## src/rtl/core/smq_pkg.sv

```systemverilog
// Shared types and constants of the stable max-priority queue.
package smq_pkg;

    localparam int DEPTH_DEFAULT          = 16;
    localparam int TAG_BITS_DEFAULT       = 16;
    localparam int PRIORITY_BITS_DEFAULT  = 16;
    localparam int CMD_FIFO_DEPTH         = 2;

    typedef enum logic [0:0] {
        OP_INSERT = 1'b0,
        OP_TAKE   = 1'b1
    } op_t;

    typedef enum logic [1:0] {
        ST_INSERTED = 2'd0,
        ST_SERVED   = 2'd1,
        ST_FULL     = 2'd2,
        ST_EMPTY    = 2'd3
    } status_t;

    typedef struct packed {
        logic valid;
        op_t  op;
    } cmd_ctl_t;

endpackage

```

## src/rtl/core/smq_front.sv

```systemverilog
// Front end: accepts input beats, decodes the command and queues it for the back end.
module smq_front #(
    parameter int TAG_BITS      = smq_pkg::TAG_BITS_DEFAULT,
    parameter int PRIORITY_BITS = smq_pkg::PRIORITY_BITS_DEFAULT
) (
    input  logic                     clk,
    input  logic                     rst_n,
    input  logic                     in_valid,
    output logic                     in_ready,
    input  logic                     in_cmd,
    input  logic [TAG_BITS-1:0]      in_tag,
    input  logic [PRIORITY_BITS-1:0] in_prio,
    output smq_pkg::cmd_ctl_t        cmd_ctl,
    output logic [TAG_BITS-1:0]      cmd_tag,
    output logic [PRIORITY_BITS-1:0] cmd_prio,
    input  logic                     cmd_pop
);

    localparam int EW = 1 + TAG_BITS + PRIORITY_BITS;
    localparam int PW = (smq_pkg::CMD_FIFO_DEPTH > 1) ? $clog2(smq_pkg::CMD_FIFO_DEPTH) : 1;
    localparam int FW = $clog2(smq_pkg::CMD_FIFO_DEPTH + 1);

    logic [EW-1:0] fifo_mem [smq_pkg::CMD_FIFO_DEPTH];
    logic [PW-1:0] wr_ptr_reg;
    logic [PW-1:0] wr_ptr_next;
    logic [PW-1:0] rd_ptr_reg;
    logic [PW-1:0] rd_ptr_next;
    logic [FW-1:0] fill_reg;
    logic [FW-1:0] fill_next;
    logic          push;
    logic          pop;
    smq_pkg::op_t  in_op;
    logic [EW-1:0] head;

    assign in_op    = smq_pkg::op_t'(in_cmd);
    assign in_ready = (fill_reg != FW'(smq_pkg::CMD_FIFO_DEPTH));
    assign push     = in_valid && in_ready;
    assign pop      = cmd_pop && (fill_reg != '0);
    assign head     = fifo_mem[rd_ptr_reg];

    assign cmd_ctl.valid = (fill_reg != '0);
    assign cmd_ctl.op    = smq_pkg::op_t'(head[EW-1]);
    assign cmd_tag       = head[TAG_BITS-1:0];
    assign cmd_prio      = head[TAG_BITS+PRIORITY_BITS-1:TAG_BITS];

    always_comb
    begin
        wr_ptr_next = wr_ptr_reg;
        rd_ptr_next = rd_ptr_reg;
        fill_next   = fill_reg;
        if (push)
        begin
            wr_ptr_next = (wr_ptr_reg == PW'(smq_pkg::CMD_FIFO_DEPTH - 1)) ? '0
                                                                          : wr_ptr_reg + PW'(1);
        end
        if (pop)
        begin
            rd_ptr_next = (rd_ptr_reg == PW'(smq_pkg::CMD_FIFO_DEPTH - 1)) ? '0
                                                                          : rd_ptr_reg + PW'(1);
        end
        if (push && !pop)
        begin
            fill_next = fill_reg + FW'(1);
        end
        else if (pop && !push)
        begin
            fill_next = fill_reg - FW'(1);
        end
    end

    always_ff @(posedge clk or negedge rst_n)
    begin
        if (!rst_n)
        begin
            wr_ptr_reg <= '0;
            rd_ptr_reg <= '0;
            fill_reg   <= '0;
        end
        else
        begin
            wr_ptr_reg <= wr_ptr_next;
            rd_ptr_reg <= rd_ptr_next;
            fill_reg   <= fill_next;
        end
    end

    always_ff @(posedge clk)
    begin
        if (push)
        begin
            fifo_mem[wr_ptr_reg] <= {in_op, in_prio, in_tag};
        end
    end

endmodule

```

## src/rtl/core/smq_back.sv

```systemverilog
// Back end: entry store, maximum scan, compaction and the result register.
module smq_back #(
    parameter int DEPTH         = smq_pkg::DEPTH_DEFAULT,
    parameter int TAG_BITS      = smq_pkg::TAG_BITS_DEFAULT,
    parameter int PRIORITY_BITS = smq_pkg::PRIORITY_BITS_DEFAULT
) (
    input  logic                     clk,
    input  logic                     rst_n,
    input  smq_pkg::cmd_ctl_t        cmd_ctl,
    input  logic [TAG_BITS-1:0]      cmd_tag,
    input  logic [PRIORITY_BITS-1:0] cmd_prio,
    output logic                     cmd_pop,
    output logic                     out_valid,
    input  logic                     out_ready,
    output smq_pkg::status_t         out_status,
    output logic [TAG_BITS-1:0]      out_tag,
    output logic [PRIORITY_BITS-1:0] out_prio,
    output logic                     out_empty
);

    localparam int IW = $clog2(DEPTH);
    localparam int CW = $clog2(DEPTH + 1);
    localparam int EW = TAG_BITS + PRIORITY_BITS;

    typedef enum logic [1:0] {
        S_IDLE,
        S_SCAN,
        S_SHIFT
    } state_t;

    logic [EW-1:0]            mem [DEPTH];
    state_t                   state_reg;
    logic [CW-1:0]            cnt_reg;
    logic [CW-1:0]            addr_reg;
    logic                     rvld_reg;
    logic [IW-1:0]            ridx_reg;
    logic [EW-1:0]            rdata_reg;
    logic [IW-1:0]            best_idx_reg;
    logic [TAG_BITS-1:0]      best_tag_reg;
    logic [PRIORITY_BITS-1:0] best_prio_reg;
    logic                     out_valid_reg;
    smq_pkg::status_t         out_status_reg;
    logic [TAG_BITS-1:0]      out_tag_reg;
    logic [PRIORITY_BITS-1:0] out_prio_reg;
    logic                     out_empty_reg;

    logic                     full;
    logic                     issue;
    logic [CW-1:0]            cnt_m1;
    logic                     last_data;
    logic                     take_new;
    logic [IW-1:0]            best_idx_next;
    logic signed [PRIORITY_BITS-1:0] rd_prio;
    logic                     we;
    logic [IW-1:0]            wa;
    logic [EW-1:0]            wd;

    assign full      = (cnt_reg == CW'(DEPTH));
    assign cnt_m1    = cnt_reg - CW'(1);
    assign issue     = (state_reg != S_IDLE) && (addr_reg < cnt_reg);
    assign rd_prio   = rdata_reg[EW-1:TAG_BITS];
    assign take_new  = (ridx_reg == '0) || (rd_prio > $signed(best_prio_reg));
    assign last_data = rvld_reg && (ridx_reg == cnt_m1[IW-1:0]);
    assign best_idx_next = take_new ? ridx_reg : best_idx_reg;
    assign cmd_pop   = (state_reg == S_IDLE) && cmd_ctl.valid && !out_valid_reg;

    always_comb
    begin
        we = 1'b0;
        wa = cnt_reg[IW-1:0];
        wd = {cmd_prio, cmd_tag};
        if (cmd_pop && (cmd_ctl.op == smq_pkg::OP_INSERT) && !full)
        begin
            we = 1'b1;
        end
        else if ((state_reg == S_SHIFT) && rvld_reg)
        begin
            we = 1'b1;
            wa = ridx_reg - IW'(1);
            wd = rdata_reg;
        end
    end

    always_ff @(posedge clk)
    begin
        if (we)
        begin
            mem[wa] <= wd;
        end
        rdata_reg <= mem[addr_reg[IW-1:0]];
    end

    always_ff @(posedge clk or negedge rst_n)
    begin
        if (!rst_n)
        begin
            state_reg      <= S_IDLE;
            cnt_reg        <= '0;
            addr_reg       <= '0;
            rvld_reg       <= 1'b0;
            ridx_reg       <= '0;
            best_idx_reg   <= '0;
            best_tag_reg   <= '0;
            best_prio_reg  <= '0;
            out_valid_reg  <= 1'b0;
            out_status_reg <= smq_pkg::ST_INSERTED;
            out_tag_reg    <= '0;
            out_prio_reg   <= '0;
            out_empty_reg  <= 1'b0;
        end
        else
        begin
            rvld_reg <= issue;
            ridx_reg <= addr_reg[IW-1:0];
            if (issue)
            begin
                addr_reg <= addr_reg + CW'(1);
            end
            if (out_valid_reg && out_ready)
            begin
                out_valid_reg <= 1'b0;
            end
            unique case (state_reg)
                S_IDLE:
                begin
                    if (cmd_pop)
                    begin
                        out_tag_reg  <= '0;
                        out_prio_reg <= '0;
                        if (cmd_ctl.op == smq_pkg::OP_INSERT)
                        begin
                            out_valid_reg <= 1'b1;
                            out_empty_reg <= 1'b0;
                            if (full)
                            begin
                                out_status_reg <= smq_pkg::ST_FULL;
                            end
                            else
                            begin
                                out_status_reg <= smq_pkg::ST_INSERTED;
                                cnt_reg        <= cnt_reg + CW'(1);
                            end
                        end
                        else if (cnt_reg == '0)
                        begin
                            out_valid_reg  <= 1'b1;
                            out_status_reg <= smq_pkg::ST_EMPTY;
                            out_empty_reg  <= 1'b1;
                        end
                        else
                        begin
                            addr_reg  <= '0;
                            state_reg <= S_SCAN;
                        end
                    end
                end
                S_SCAN:
                begin
                    if (rvld_reg && take_new)
                    begin
                        best_idx_reg  <= ridx_reg;
                        best_tag_reg  <= rdata_reg[TAG_BITS-1:0];
                        best_prio_reg <= rdata_reg[EW-1:TAG_BITS];
                    end
                    if (last_data)
                    begin
                        addr_reg  <= CW'(best_idx_next) + CW'(1);
                        state_reg <= S_SHIFT;
                    end
                end
                S_SHIFT:
                begin
                    if (!issue && !rvld_reg)
                    begin
                        cnt_reg        <= cnt_m1;
                        out_valid_reg  <= 1'b1;
                        out_status_reg <= smq_pkg::ST_SERVED;
                        out_tag_reg    <= best_tag_reg;
                        out_prio_reg   <= best_prio_reg;
                        out_empty_reg  <= (cnt_reg == CW'(1));
                        state_reg      <= S_IDLE;
                    end
                end
                default:
                begin
                    state_reg <= S_IDLE;
                end
            endcase
        end
    end

    assign out_valid  = out_valid_reg;
    assign out_status = out_status_reg;
    assign out_tag    = out_tag_reg;
    assign out_prio   = out_prio_reg;
    assign out_empty  = out_empty_reg;

    a_cnt_bound: assert property (@(posedge clk) disable iff (!rst_n)
        cnt_reg <= CW'(DEPTH))
        else $error("entry count exceeds depth");

    a_busy_no_result: assert property (@(posedge clk) disable iff (!rst_n)
        (state_reg != S_IDLE) |-> !out_valid_reg)
        else $error("result pending while a take is in progress");

    a_busy_nonempty: assert property (@(posedge clk) disable iff (!rst_n)
        (state_reg != S_IDLE) |-> (cnt_reg != '0))
        else $error("take in progress on an empty store");

    a_empty_flag: assert property (@(posedge clk) disable iff (!rst_n)
        $rose(out_valid_reg) |-> (out_empty_reg == (cnt_reg == '0)))
        else $error("now_empty disagrees with the entry count");

endmodule

```

## src/rtl/core/stable_max_priority_queue.sv

```systemverilog
// Top level of the stable max-priority queue: command front end and execution back end.
//
// Channel  Dir  tdata                                    tuser
// s_axis   in   client_tag, priority_req                 cmd
// m_axis   out  served_tag, served_priority, now_empty   status
//
// An insert, or a take on an empty queue, gives its result in the cycle after the back end
// takes it from the command queue. A take scans all held entries for the maximum, then
// moves each entry above the winner down one place before it gives its result. Reset clears
// the entry count, the command queue and the result register; the entry store is not cleared.
// A two-beat command queue keeps s_tready high for up to two beats while a result waits.
module stable_max_priority_queue #(
    parameter int DEPTH         = smq_pkg::DEPTH_DEFAULT,
    parameter int TAG_BITS      = smq_pkg::TAG_BITS_DEFAULT,
    parameter int PRIORITY_BITS = smq_pkg::PRIORITY_BITS_DEFAULT
) (
    input  logic clk,
    input  logic rst_n,
    input  logic s_tvalid,
    output logic s_tready,
    // client_tag, priority_req, zero padding
    input  logic [((TAG_BITS+PRIORITY_BITS+7)/8)*8-1:0]   s_tdata,
    // cmd
    input  logic [0:0]                                    s_tuser,
    output logic m_tvalid,
    input  logic m_tready,
    // served_tag, served_priority, now_empty, zero padding
    output logic [((TAG_BITS+PRIORITY_BITS+8)/8)*8-1:0]   m_tdata,
    // status
    output logic [1:0]                                    m_tuser
);

    localparam int OW = ((TAG_BITS + PRIORITY_BITS + 8) / 8) * 8;

    smq_pkg::cmd_ctl_t        cmd_ctl;
    logic [TAG_BITS-1:0]      cmd_tag;
    logic [PRIORITY_BITS-1:0] cmd_prio;
    logic                     cmd_pop;
    smq_pkg::status_t         out_status;
    logic [TAG_BITS-1:0]      out_tag;
    logic [PRIORITY_BITS-1:0] out_prio;
    logic                     out_empty;

    smq_front #(
        .TAG_BITS      (TAG_BITS),
        .PRIORITY_BITS (PRIORITY_BITS)
    ) u_front (
        .clk      (clk),
        .rst_n    (rst_n),
        .in_valid (s_tvalid),
        .in_ready (s_tready),
        .in_cmd   (s_tuser[0]),
        .in_tag   (s_tdata[TAG_BITS-1:0]),
        .in_prio  (s_tdata[TAG_BITS+PRIORITY_BITS-1:TAG_BITS]),
        .cmd_ctl  (cmd_ctl),
        .cmd_tag  (cmd_tag),
        .cmd_prio (cmd_prio),
        .cmd_pop  (cmd_pop)
    );

    smq_back #(
        .DEPTH         (DEPTH),
        .TAG_BITS      (TAG_BITS),
        .PRIORITY_BITS (PRIORITY_BITS)
    ) u_back (
        .clk        (clk),
        .rst_n      (rst_n),
        .cmd_ctl    (cmd_ctl),
        .cmd_tag    (cmd_tag),
        .cmd_prio   (cmd_prio),
        .cmd_pop    (cmd_pop),
        .out_valid  (m_tvalid),
        .out_ready  (m_tready),
        .out_status (out_status),
        .out_tag    (out_tag),
        .out_prio   (out_prio),
        .out_empty  (out_empty)
    );

    assign m_tdata = OW'({out_empty, out_prio, out_tag});
    assign m_tuser = out_status;

endmodule
```

## config.mk

```make
export PLATFORM = sky130hd
export DESIGN_NAME = stable_max_priority_queue
export DESIGN_NICKNAME = d
export VERILOG_FILES = /design/src/rtl/core/smq_pkg.sv /design/src/rtl/core/smq_front.sv /design/src/rtl/core/smq_back.sv /design/src/rtl/core/stable_max_priority_queue.sv
export SDC_FILE = /design/constraint.sdc
export NUM_CORES = 1
export LEC_CHECK = 0
export BUFFER_PORTS_ARGS = -buffer_cell sky130_fd_sc_hd__buf_4
export CAP_MARGIN = 20
export CORE_ASPECT_RATIO = 1.75
export CORE_MARGIN = 2
export CORE_UTILIZATION = 48
export DETAILED_ROUTE_END_ITERATION = 10
export HOLD_SLACK_MARGIN = 0.05
export MAX_ROUTING_LAYER = met4
export PLACE_DENSITY = 0.72
export SYNTH_ARGS = -nofsm -noshare
export SYNTH_HDL_FRONTEND = slang
export SYNTH_HIERARCHICAL = 1
export SYNTH_SLANG_ARGS = --single-unit
export TNS_END_PERCENT = 30
```

## constraint.sdc

```tcl
create_clock -name clk -period 4.2 [get_ports clk]
set_input_delay 0.63 -clock clk [delete_from_list [all_inputs] [get_ports clk]]
set_output_delay 0.63 -clock clk [all_outputs]
set_load 0.03 [all_outputs]
```

[Word-level counts from Yosys, hierarchy flattened]
Memory sizes are Yosys's and may differ from the RTL's. A register that Yosys moved wholly into a read port is not among the register bits.
Cells that the tools add are included.
Word-level totals
  register bits: 93
  RAM bits: 578
  output and inout port bits: 44
  word-level logic and storage cells: 131
  memories kept: 2
Cells by class
  add/sub/neg operators: 9
  $lt $le $gt $ge: 2
  equality and inequality tests: 14
  muxes and demuxes: 54
  bitwise gates (word level): 1
  reductions and logical operators: 33
Memory list
  u_back.mem: words 16, bits a word 32, read ports 1, clocked after memory_dff 1, wr ports 1, line smq_back.sv:31  | logic [EW-1:0] mem [DEPTH];
  u_front.fifo_mem: words 2, bits a word 33, read ports 1, clocked after memory_dff 0, wr ports 1, line smq_front.sv:23  | logic [EW-1:0] fifo_mem [smq_pkg::CMD_FIFO_DEPTH];
Operators by type and width (count)
  2-to-1 mux 32 bit: 2
  case mux 16 bit (2 select lines): 2
  2-to-1 mux 16 bit: 3
  2-to-1 mux 5 bit: 9
  2-to-1 mux 2 bit: 12
  case mux 5 bit (2 select lines): 2
  2-to-1 mux 1 bit: 17
  greater-than comparator 16 bit: 1
  logical AND 1 bit: 14
  2-to-1 mux 4 bit: 3
  != test 2 bit, second input constant: 6
  adder 5 x 1 -> 5 bit, second input constant: 2
  AND reduction 5 bit: 2
  nonzero test 2 bit: 4
  zero test 1 bit: 6
  case mux 2 bit (3 select lines): 1
  adder 4 x 1 -> 5 bit, second input constant: 1
  equality test 5 x 1 -> 1 bit, second input constant: 1
  equality test 5 bit, second input constant: 1
  zero test 5 bit: 1
  less-than comparator 5 bit: 1
  subtractor 5 x 1 -> 5 bit, second input constant: 1
  equality test 4 bit: 1
  zero test 4 bit: 1
  16 further kinds: 19

[Depth between registers and ports, before layout]
  word-level depth: 8
  mapped depth: 13
  depth with buffers taken out: 13

[Cells and area by module]
Netlist, hierarchy kept.
Modules (own cells, without submodules)
  smq_back: times used 1, cells each 1561, area each 25363.1 sq um, seq. area each 18242.5 sq um
  smq_front: times used 1, cells each 121, area each 2727.6 sq um, seq. area each 2082.0 sq um
  stable_max_priority_queue: times used 1, cells each 9, area each 63.8 sq um, seq. area each 0.0 sq um

[Worst setup path after synthesis]
OpenSTA, ideal clock, no wires.
  kind: register to register
  from: register u_back.state_reg[1]
  to: memory u_back/mem[13][0] (netlist name) (enable)
  arrival time: 2.972 ns
  setup slack: 0.806 ns
  stages on the path, launching flop included: 9
  path buffers: 3
  clock period less this slack: 3.394 ns
  cell sequence: dfrtp_1 -> clkbuf_1 -> nor2b_1 -> clkbuf_1 -> nand2_1 -> clkbuf_1 -> o21ai_0 -> nand2_1 -> nor2_1
Between the ends
  cells in the longest elaborated chain, start to end: 8
  elaborated cells on any way between the ends: 13
  classes of those cells: eq/ne (1); mux (6); reduce/logical (6)
RTL lines
  from (decl): line smq_back.sv:32  | state_t state_reg;
  from (signal assigned): line smq_back.sv:97  | state_reg <= S_IDLE;
  from (signal assigned): line smq_back.sv:153  | state_reg <= S_SCAN;
  from (signal assigned): line smq_back.sv:168  | state_reg <= S_SHIFT;
  zero test 2 bit: line smq_back.sv:65  | assign cmd_pop = (state_reg == S_IDLE) && cmd_ctl.valid && !out_valid_reg;
  logical AND 1 bit (2 in a row): line smq_back.sv:65
  logical AND 1 bit (2 in a row): line smq_back.sv:72  | if (cmd_pop && (cmd_ctl.op == smq_pkg::OP_INSERT) && !full)
  2-to-1 mux 1 bit: line smq_back.sv:72
  2-to-1 mux 1 bit: line smq_back.sv:86  | if (we)
  2-to-1 mux 1 bit (not written as such): line smq_back.sv:88  | mem[wa] <= wd;
  to (decl): line smq_back.sv:31
Parallel ways exist; a longest one is shown, timed or not.

[Worst setup path after layout]
  from: register u_back.best_prio_reg[15]
  to: register u_back.best_prio_reg[9]
Between the ends
  cells in the longest elaborated chain, start to end: 4
RTL lines
  from (decl): line smq_back.sv:40  | logic [PRIORITY_BITS-1:0] best_prio_reg;
  from (signal assigned): line smq_back.sv:163  | best_prio_reg <= rdata_reg[EW-1:TAG_BITS];
  greater-than comparator 16 bit: line smq_back.sv:62  | assign take_new = (ridx_reg == '0) || (rd_prio > $signed(best_prio_reg));
  logical OR 1 bit: line smq_back.sv:62
  logical AND 1 bit: line smq_back.sv:159  | if (rvld_reg && take_new)
  AND reduction 2 bit (no line)
No other way between the ends.
A chain may end at the register's enable or synchronous reset.

==> impl_metrics.yaml <==
cts:
  path_clk_slew_ps: 70
  root_buffer: "clkbuf_16"
  cts.sinks: 703
  cts_buffer_depth: 3
  htreeDepth: 2
  tritoncts: "yes"
  cts_resized: 0
  insertion_delay_ps: 620
  cts_inserted_buffers: 56
  cts_setup_buffers: 0
  hold_buffers: 0
cells_and_area:
  drive_gt1_share_pct: 21.8
  final_util_pct: 54.4
  finalNetCount: 1838
  largest_register_ffs: 512
  nFillCells: 4437
  diodes: 0
  syn_to_final_growth_pct: 12.4
power:
  peakVddDrop_v: 0.000582
  combPwrFrac_pct: 31.0
  power_uw: 22300
  power.leakage_uw: 0.0114
  clockPowerShare_pct: 25.2
  p_int_uw: 15100
  p_switching_uw: 7160
  p_per_area_nw_per_um2: 704
  p_seq_share_pct: 43.8
  power_switching_share_pct: 32.1
global_routing:
  grt_pass1_vias: 15500
  antenna_found_initial: 0
  grtUsageTotal_pct: 21.2
  grt_max_degree: 116
  grt-ovfl-total: 0
  grt_pass1_wl_microns: 94000
critical_path:
  cp_max_fo: 36
  critPathCaptureType: "flip-flop"
  critPathArrivalTime_ps: 3720
  rr_worst_depth: 9
  startpoint_type: "flip-flop"
  crit_type: "flip-flop to flip-flop"
  cp.required_ps: 4700
synth:
  ys_async_sr_fraction_pct: 13.2
  synth_cell_type_count: 58
  syn_area_sq_um: 28200
  syn_inst: 1691
  synth_edf_count: 578
  yosys.area.top_type_share_pct: 61.6
  avgSynthCellArea_sq_um: 16.6
  yosysSeqAreaShare_pct: 72.2
  ys_warn_count: 6
  yosysTopAreaCell: "edfxtp_1"
  yosys_register_bits: 703
  synth.area.top_cells: "edfxtp_1 62%, dfrtp_1 8.3%, mux4_2 5.1%"
  synth_flop_cell: "edfxtp_1"
timing:
  rsz0062_at_grt: "false"
  slew_headroom_pct: 26.4
  setup_viol: 0
  post-route-period-util_pct: 76.7
  worst_pin_slew_ps: 1100
  clock_skew_ps: 17.2
  setup_tns_ps: 0
  period_minus_slack_ps: 3220
  max_freq_ghz: 0.310
  maxSlewViolCount: 0
  hold_viol_final: 0
floorplan:
  core_sq_um: 58100
  rows: 117
  die_area_sq_um: 60700
  top_level_ports: 81
  initial_core_util_pct: 48.4
  die_y_microns: 324
  die_w_microns: 187
route:
  routed_via_density: 5.80
  post-route-drc-count: 0
  vias: 15000
  post_drt_wl_per_cell_microns: 24.0
  routed_wl_microns: 62200
  detail-route-antenna-nets: 0
  drtPass1Iterations: 5
  initialDrtViolationCount: 1495
place:
  hpwlAfterDp_microns: 36500
  io_buffers: 73
  gp_congestion: 0.823
hold_path:
  hp-class: "input port to asynchronous set/reset pin"
outcome:
  outcome: "finished, final reports clean"
run:
  cap_viol_max_count: 0
[cell type report]
| cell class | count | area (sq um) | share of cell area, % |
|---|---|---|---|
| repair buffers | 116 | 921 | 2.91 |
| clock inverters | 36 | 482 | 1.52 |
| flip-flops and latches | 703 | 20300 | 64.3 |
| inverters | 30 | 113 | 0.356 |
| multi-input cells | 866 | 7340 | 23.2 |
| well taps | 773 | 967 | 3.06 |
| clock buffers | 69 | 1490 | 4.72 |
[power by group through the flow]
stage / registers [uW] / clock network [uW] / logic, uW
6_report: 9760 / 5620 / 6900
5_1_grt: 9840 / 5960 / 7460
4_1_cts: 9750 / 5710 / 6930
3_5_place_dp: 9890 / 0 / 6900
3_3_place_gp: 9850 / 0 / 6720
2_1_floorplan: 9640 / 0 / 5200
[layout by cell type, fill, tap and decap left out, types with 37 or more instances in the layout]
master     synthesis  final
a21oi_1           38     37
buf_4              9    112
clkbuf_16          0     58
dfrtp_1           93     89
edfxtp_1         578    578
mux2_4            59     59
mux2i_1          108    108
mux4_2            64     64
nand2_1          227    227
o21ai_0           71     71
[cell usage after synthesis, types with 3 or more instances]
library cell    n
dfxtp_1        32
mux2i_1       108
dfrtp_1        93
buf_4           9
buf_1           3
o22ai_1         4
and2_1          4
clkbuf_1       52
mux2_4         59
nor2b_1         6
mux2_2         36
nand2_1       227
edfxtp_1      578
a221oi_1       32
nor2_1         30
o31ai_1        18
nand4_1         6
a21o_1          3
mux4_2         64
xor2_1          8
a22oi_1        32
inv_1          30
ha_1           28
buf_12          7
a21oi_1        38
o21ai_0        71
a211oi_1        3
nand3_1        28
buf_2          26
nor3_1          7
xnor2_1        15
[kinds of logic after synthesis]
group	count (synthesis)	synth area share (%)
buffers and inverters	128	2.37
other	1	0.0133
adders and majority gates	28	1.24
muxes	267	13.5
AOI/OAI and AO/OA	218	5.05
and+or+nand+nor	323	4.87
DFF	703	72.2
xor gates and xnor gates	23	0.716
[worst max-delay path, stage by stage, from the launching register on]
cell and delay (ps):
dfrtp_1 350, inv_1 60, ha_1 370, nand4_1 190
nor3_2 290, o22ai_1 140, o31a_1 320, a21oi_2 270
nand3b_4 670, mux2_2 410
[final timing paths]
check                                                     start  slack, ps                             endpoint
setup / recovery           u_back/best_prio_reg[15]$_DFFE_PN0P_        980  u_back/best_prio_reg[9]$_DFFE_PN0P_
hold / removal                                            rst_n         80       u_back/out_prio[9]$_DFFE_PN0P_
setup reg to reg           u_back/best_prio_reg[15]$_DFFE_PN0P_        980  u_back/best_prio_reg[9]$_DFFE_PN0P_
hold reg to reg                  u_back/out_tag[13]$_DFFE_PN0P_        470       u_back/out_tag[13]$_DFFE_PN0P_
max in group asynchronous                                 rst_n       3150       u_back/out_tag[10]$_DFFE_PN0P_
min in group clk                                       m_tready        190           u_back/out_valid$_DFF_PN0_
[metrics by stage]
step	instance area (sq um)	hold slack (ps)	setup slack, ps	cells
after floorplan	28200	334	806	1697
after global placement	29700	455	1090	2488
after detailed placement	29700	459	1000	2488
after CTS	31600	109	982	2593
after global routing	31600	145	816	2593
final	31600	77.8	979	2593
[layer usage]
layer / vias to the layer above / track usage (%) / share of wire, %
met5: - / - / 0
met3: 161 / 2.19 / 6.0
met2: 562 / 37.0 / 53
met4: 0 / 9.39 / 4.2
met1: 7694 / 24.8 / 37
li1: 6612 / - / -
Note: power is estimated with default switching activity, not from simulation.
